### config.mk
export PLATFORM = sky130hd
export DESIGN_NAME = rmq_sqrt
export DESIGN_NICKNAME = d
export VERILOG_FILES = /design/src/rtl/core/rotation_matrix_to_quaternion_macros.svh /design/src/rtl/core/rmq_sqrt.sv
export SDC_FILE = /design/constraint.sdc
export NUM_CORES = 2
export LEC_CHECK = 0
export BUFFER_PORTS_ARGS = -buffer_cell sky130_fd_sc_hd__buf_4
export CAP_MARGIN = 5
export CORE_AREA = 4 4 534 668
export DETAILED_ROUTE_END_ITERATION = 8
export DIE_AREA = 0 0 538 672
export GPL_TIMING_DRIVEN = 1
export SLEW_MARGIN = 0
export SYNTH_ARGS = -nofsm -noshare
export SYNTH_HDL_FRONTEND = slang
export SYNTH_SLANG_ARGS = --single-unit
export TNS_END_PERCENT = 20
### constraint.sdc
create_clock -name i_clk -period 5.5 [get_ports i_clk]
set_input_delay 0.55 -clock i_clk [delete_from_list [all_inputs] [get_ports i_clk]]
set_output_delay 0.55 -clock i_clk [all_outputs]
set_load 0.01 [all_outputs]
### src/rtl/core/rotation_matrix_to_quaternion_macros.svh
// Assertion macros used by the top-level module.
`ifndef ROTATION_MATRIX_TO_QUATERNION_MACROS_SVH
`define ROTATION_MATRIX_TO_QUATERNION_MACROS_SVH
// Implication checked on every rising clock edge outside reset.
`define RMQ_ASSERT_IMP(label, clk, rst_n, ante, cons) \
    label: assert property (@(posedge clk) disable iff (!rst_n) (ante) |-> (cons)) \
        else $error("rmq check failed");
// Next-cycle implication checked on every rising clock edge outside reset.
`define RMQ_ASSERT_NEXT(label, clk, rst_n, ante, cons) \
    label: assert property (@(posedge clk) disable iff (!rst_n) (ante) |=> (cons)) \
        else $error("rmq check failed");
`endif

### src/rtl/core/rmq_sqrt.sv
// Pipelined restoring square root, one result bit per stage.
`timescale 1ns / 1ps
module rmq_sqrt #(
    parameter int unsigned RAD_BITS = 64,
    parameter int unsigned SIDE_BITS = 8
) (
    input  logic                      i_clk,
    input  logic                      i_rst_n,
    input  logic                      i_en,
    input  logic                      i_valid,
    input  logic [RAD_BITS-1:0]       i_rad,
    input  logic [SIDE_BITS-1:0]      i_side,
    output logic                      o_valid,
    output logic [RAD_BITS/2-1:0]     o_root,
    output logic [SIDE_BITS-1:0]      o_side
);
    localparam int unsigned N = RAD_BITS / 2;
    localparam int unsigned RW = N + 2;

    logic            r_v    [N+1];
    logic [RAD_BITS-1:0] r_rad [N+1];
    logic [RW-1:0]   r_rem  [N+1];
    logic [N-1:0]    r_root [N+1];
    logic [SIDE_BITS-1:0] r_side [N+1];

    always_comb begin
        r_v[0] = i_valid;
        r_rad[0] = i_rad;
        r_rem[0] = '0;
        r_root[0] = '0;
        r_side[0] = i_side;
    end

    for (genvar k = 0; k < N; k++) begin : g_st
        logic [RW-1:0] n_rem;
        logic [RW-1:0] n_trial;
        logic [RW-1:0] n_shift;
        always_comb begin
            n_shift = {r_rem[k][RW-3:0], r_rad[k][RAD_BITS-1 -: 2]};
            n_trial = {r_root[k], 2'b01};
        end
        always_ff @(posedge i_clk) begin
            if (!i_rst_n) begin
                r_v[k+1] <= 1'b0;
            end else if (i_en) begin
                r_v[k+1] <= r_v[k];
            end
            if (i_en) begin
                r_rad[k+1] <= {r_rad[k][RAD_BITS-3:0], 2'b00};
                r_side[k+1] <= r_side[k];
                if (n_shift >= n_trial) begin
                    r_rem[k+1] <= n_shift - n_trial;
                    r_root[k+1] <= {r_root[k][N-2:0], 1'b1};
                end else begin
                    r_rem[k+1] <= n_shift;
                    r_root[k+1] <= {r_root[k][N-2:0], 1'b0};
                end
            end
        end
    end

    assign o_valid = r_v[N];
    assign o_root = r_root[N];
    assign o_side = r_side[N];
endmodule

==> impl_metrics.tcl <==
set metrics [dict create \
    synth-seq-cells 2742 \
    hp-class "primary input to flip-flop" \
    synth_ff_type "edfxtp_1" \
    finalPower_w 0.0590 \
    grt_max_degree 177 \
    io_pins 117 \
    rrSetupSlack_ns 1.24 \
    crit_arrival_ns 4.85 \
    numClockSinks 2742 \
    post-route-period-util_pct 77.5 \
    cp-end-kind "flip-flop" \
    dieWidth_microns 538 \
    core_area_sq_um 350000 \
    num_vias 70200 \
    syn_area_per_cell_sq_um 13.5 \
    crit_fanout 20 \
    fin_setup_tns_ns 0 \
    layout-drive-gt1-share_pct 8.09 \
    reg2reg_to "g_st[10].n_shift[18]" \
    cp-startpoint "g_st[9].n_shift[20]" \
    postCtsHoldBufs 76 \
    min_period_ns 4.26 \
    cts_buffers 298 \
    synth_cells 9016 \
    portBuffers 116 \
    r2r-start "g_st[9].n_shift[20]" \
    rsz0062_at_grt "no" \
    final_common_cell "edfxtp_1" \
    rows 243 \
    antenna_left 0 \
    path_class "flip-flop to flip-flop" \
    first_pass_iters 6 \
    wire_per_inst_microns 16.8 \
    cts_tree "built" \
    peakVddDrop_mv 0.249 \
    synth_edf_count 2710 \
    ctsHtreeMaxLevel 5 \
    routed_wl_microns 240000 \
    power_density_nw_per_um2 423 \
    root_buffer "clkbuf_16" \
    report.final.slew_viol_count 0 \
    outcome "complete, no violations" \
    ys_types 98 \
    postCtsSetupBuffers 0 \
    final_nets 10100 \
    cp_data_required_time_ns 6.09 \
    critPathBufInv 1 \
    grt_overflow_total 0 \
    setup_viol 0 \
    grtUsageTotal_pct 12.9 \
    netlist_area_sq_um 122000 \
    worstSetupPathDepth 11 \
    cap_viol_max_count 0 \
    drc 0 \
    cp_slowest_stage_delay_ns 0.57 \
    grt_pass1_wl_microns 380000 \
    tightest_slew_ns 1.22 \
    initial_core_util_pct 34.9 \
    cp_top_family "simple AND/OR/NAND/NOR gates" \
    fmax_ghz 0.235 \
    clock_skew_ns 0.0519 \
    die_h_microns 672 \
    crit_path_start_kind "flip-flop" \
    area_growth_pct 14.3 \
    crit_chain "or4_4, or4_1, or3_1, or3_4, nor3_2, o311ai_0, nor2_2, inv_1, o211ai_1, nor3_1, xor2_1" \
    antenna_found_initial 4 \
    p_leak_nw 52.4 \
    post_cts_resize_count 0 \
    gp_congestion 0.947 \
    yosysSeqAreaShare_pct 67.2 \
    cp_slowest_cell "or4_4" \
    synthesis.nets 9656 \
    endpoint "g_st[10].n_shift[18]" \
    dp_hpwl_microns 168000 \
    clkLatencyLatePin_ns 0.89 \
    final_cell_mix "2710 x edfxtp_1, 707 x inv_1, 569 x nor2_1" \
    dieArea_sq_um 362000 \
    r2r_cells 11 \
    clkTransAtPathRegs_ns 0.06 \
    cts_buffer_depth 4 \
    vias_per_cell 4.91 \
    hold_viol 0 \
    drt-initial-drc-count 4412 \
    yosysWarnings 0 \
    grt_pass1_vias 72000 \
    async_reset_ff_share_pct 0 \
    slew_headroom_pct 18.0 \
]
-- worst min path at each step --
| stage | start | to | depth (start not counted) |
|---|---|---|---|
| 2_1_floorplan | r_rad[1532] | g_st[10].n_shift[0] | 0 |
| 3_3_place_gp | r_rad[1309] | r_rad[1247] | 0 |
| 3_5_place_dp | r_rad[1468] | g_st[11].n_shift[0] | 0 |
| 4_1_cts | i_en | r_rad[2010] | 1 |
| 5_1_grt | i_en | r_rad[2010] | 1 |
| 6_report | i_en | r_rad[2010] | 1 |
-- cell families after synthesis --
kind of cell	Yosys count	synth area share [%]
AOI/OAI and AO/OA	1750	8.81
xor gates and xnor gates	772	5.54
adders and majority gates	564	5.78
buffers and inverters	877	2.75
DFF	2742	67.2
muxes	125	1.11
other	1	0.00307
and+or+nand+nor	2185	8.85
-- layout make-up --
class / instances / area [sq um]
clock inverters: 185 / 1950
fillers: 32000 / 210000
diodes: 3 / 7.51
inverters: 709 / 2660
multi-input cells: 5397 / 36800
repair buffers: 264 / 2400
flip-flops and latches: 2742 / 82000
clock buffers: 361 / 7840
well taps: 4655 / 5820
-- report_power, final --
| group | internal [W] | switching [W] |
|---|---|---|
| Combinational | 0.00485 | 0.00656 |
| Clock | 0.0115 | 0.00825 |
| Sequential | 0.0263 | 0.00155 |
-- through the flow --
| step | worst slack, ns | instance area [sq um] | utilization, % | hold WS [ns] | std cells |
|---|---|---|---|---|---|
| global route | 0.996 | 140000 | 39.9 | 0.163 | 14300 |
| global placement | 1.28 | 129000 | 36.9 | 0.400 | 13700 |
| finish | 1.24 | 140000 | 39.9 | 0.179 | 14300 |
| detailed placement | 1.30 | 129000 | 36.9 | 0.405 | 13700 |
| floorplan | 2.05 | 122000 | - | 0.400 | 9016 |
| CTS | 1.26 | 140000 | 39.9 | 0.137 | 14300 |
-- routing by layer --
metal / up-vias / wire length, microns / GRT usage, %
met4: 0 / 12400 / 6.28
met5: - / 0 / 0
met3: 643 / 9380 / 2.01
li1: 34200 / - / -
met2: 1510 / 126000 / 24.0
met1: 33900 / 92500 / 14.1
-- registers in the layout, indices dropped and copies added, names as in the netlist --
signal / flops
g_st.n_shift: 996
g_st.n_trial: 496
o_root: 32
o_side: 8
o_valid: 1
r_rad: 930
r_side: 248
r_v: 31
-- Yosys cell counts, types with 10 or more instances --
library cell / instances / area share (%)
nand4_1: 91 / 0.47
o2111ai_1: 16 / 0.11
nor4_1: 116 / 0.59
o31ai_1: 53 / 0.33
a211oi_1: 44 / 0.27
nor3_1: 197 / 0.81
a21o_1: 229 / 1.4
mux2i_1: 43 / 0.35
a21oi_1: 565 / 2.3
inv_1: 707 / 2.2
or4_1: 37 / 0.23
a31oi_1: 50 / 0.26
o31a_1: 11 / 0.079
nand4b_1: 11 / 0.079
a31o_2: 11 / 0.079
nor3b_1: 19 / 0.12
or2_2: 41 / 0.21
a21boi_0: 18 / 0.11
nor2b_1: 108 / 0.55
ha_1: 564 / 5.8
o21ai_0: 457 / 1.9
o41ai_1: 13 / 0.093
nand3_1: 150 / 0.61
nand2b_1: 118 / 0.60
nor2_1: 570 / 1.8
nand3b_1: 18 / 0.11
edfxtp_1: 2710 / 67
a211o_1: 14 / 0.10
xor2_1: 390 / 2.8
and2_1: 25 / 0.13
and3_1: 41 / 0.21
o21a_1: 95 / 0.58
o211ai_1: 30 / 0.18
buf_1: 12 / 0.037
or3_1: 80 / 0.41
mux2_2: 82 / 0.76
buf_4: 12 / 0.074
a41oi_1: 10 / 0.072
dfxtp_1: 32 / 0.52
clkbuf_1: 137 / 0.42
o21bai_1: 43 / 0.26
nand2_1: 517 / 1.6
xnor2_1: 382 / 2.7
-- worst reg2reg max path, stage by stage (launching register included) --
cell,delay (ns)
edfxtp_1,0.42
or4_4,0.57
or4_1,0.44
or3_1,0.36
or3_4,0.36
nor3_2,0.26
o311ai_0,0.26
nor2_2,0.37
inv_1,0.37
o211ai_1,0.30
nor3_1,0.10
xor2_1,0.17
(Power assumes the default switching activity.)
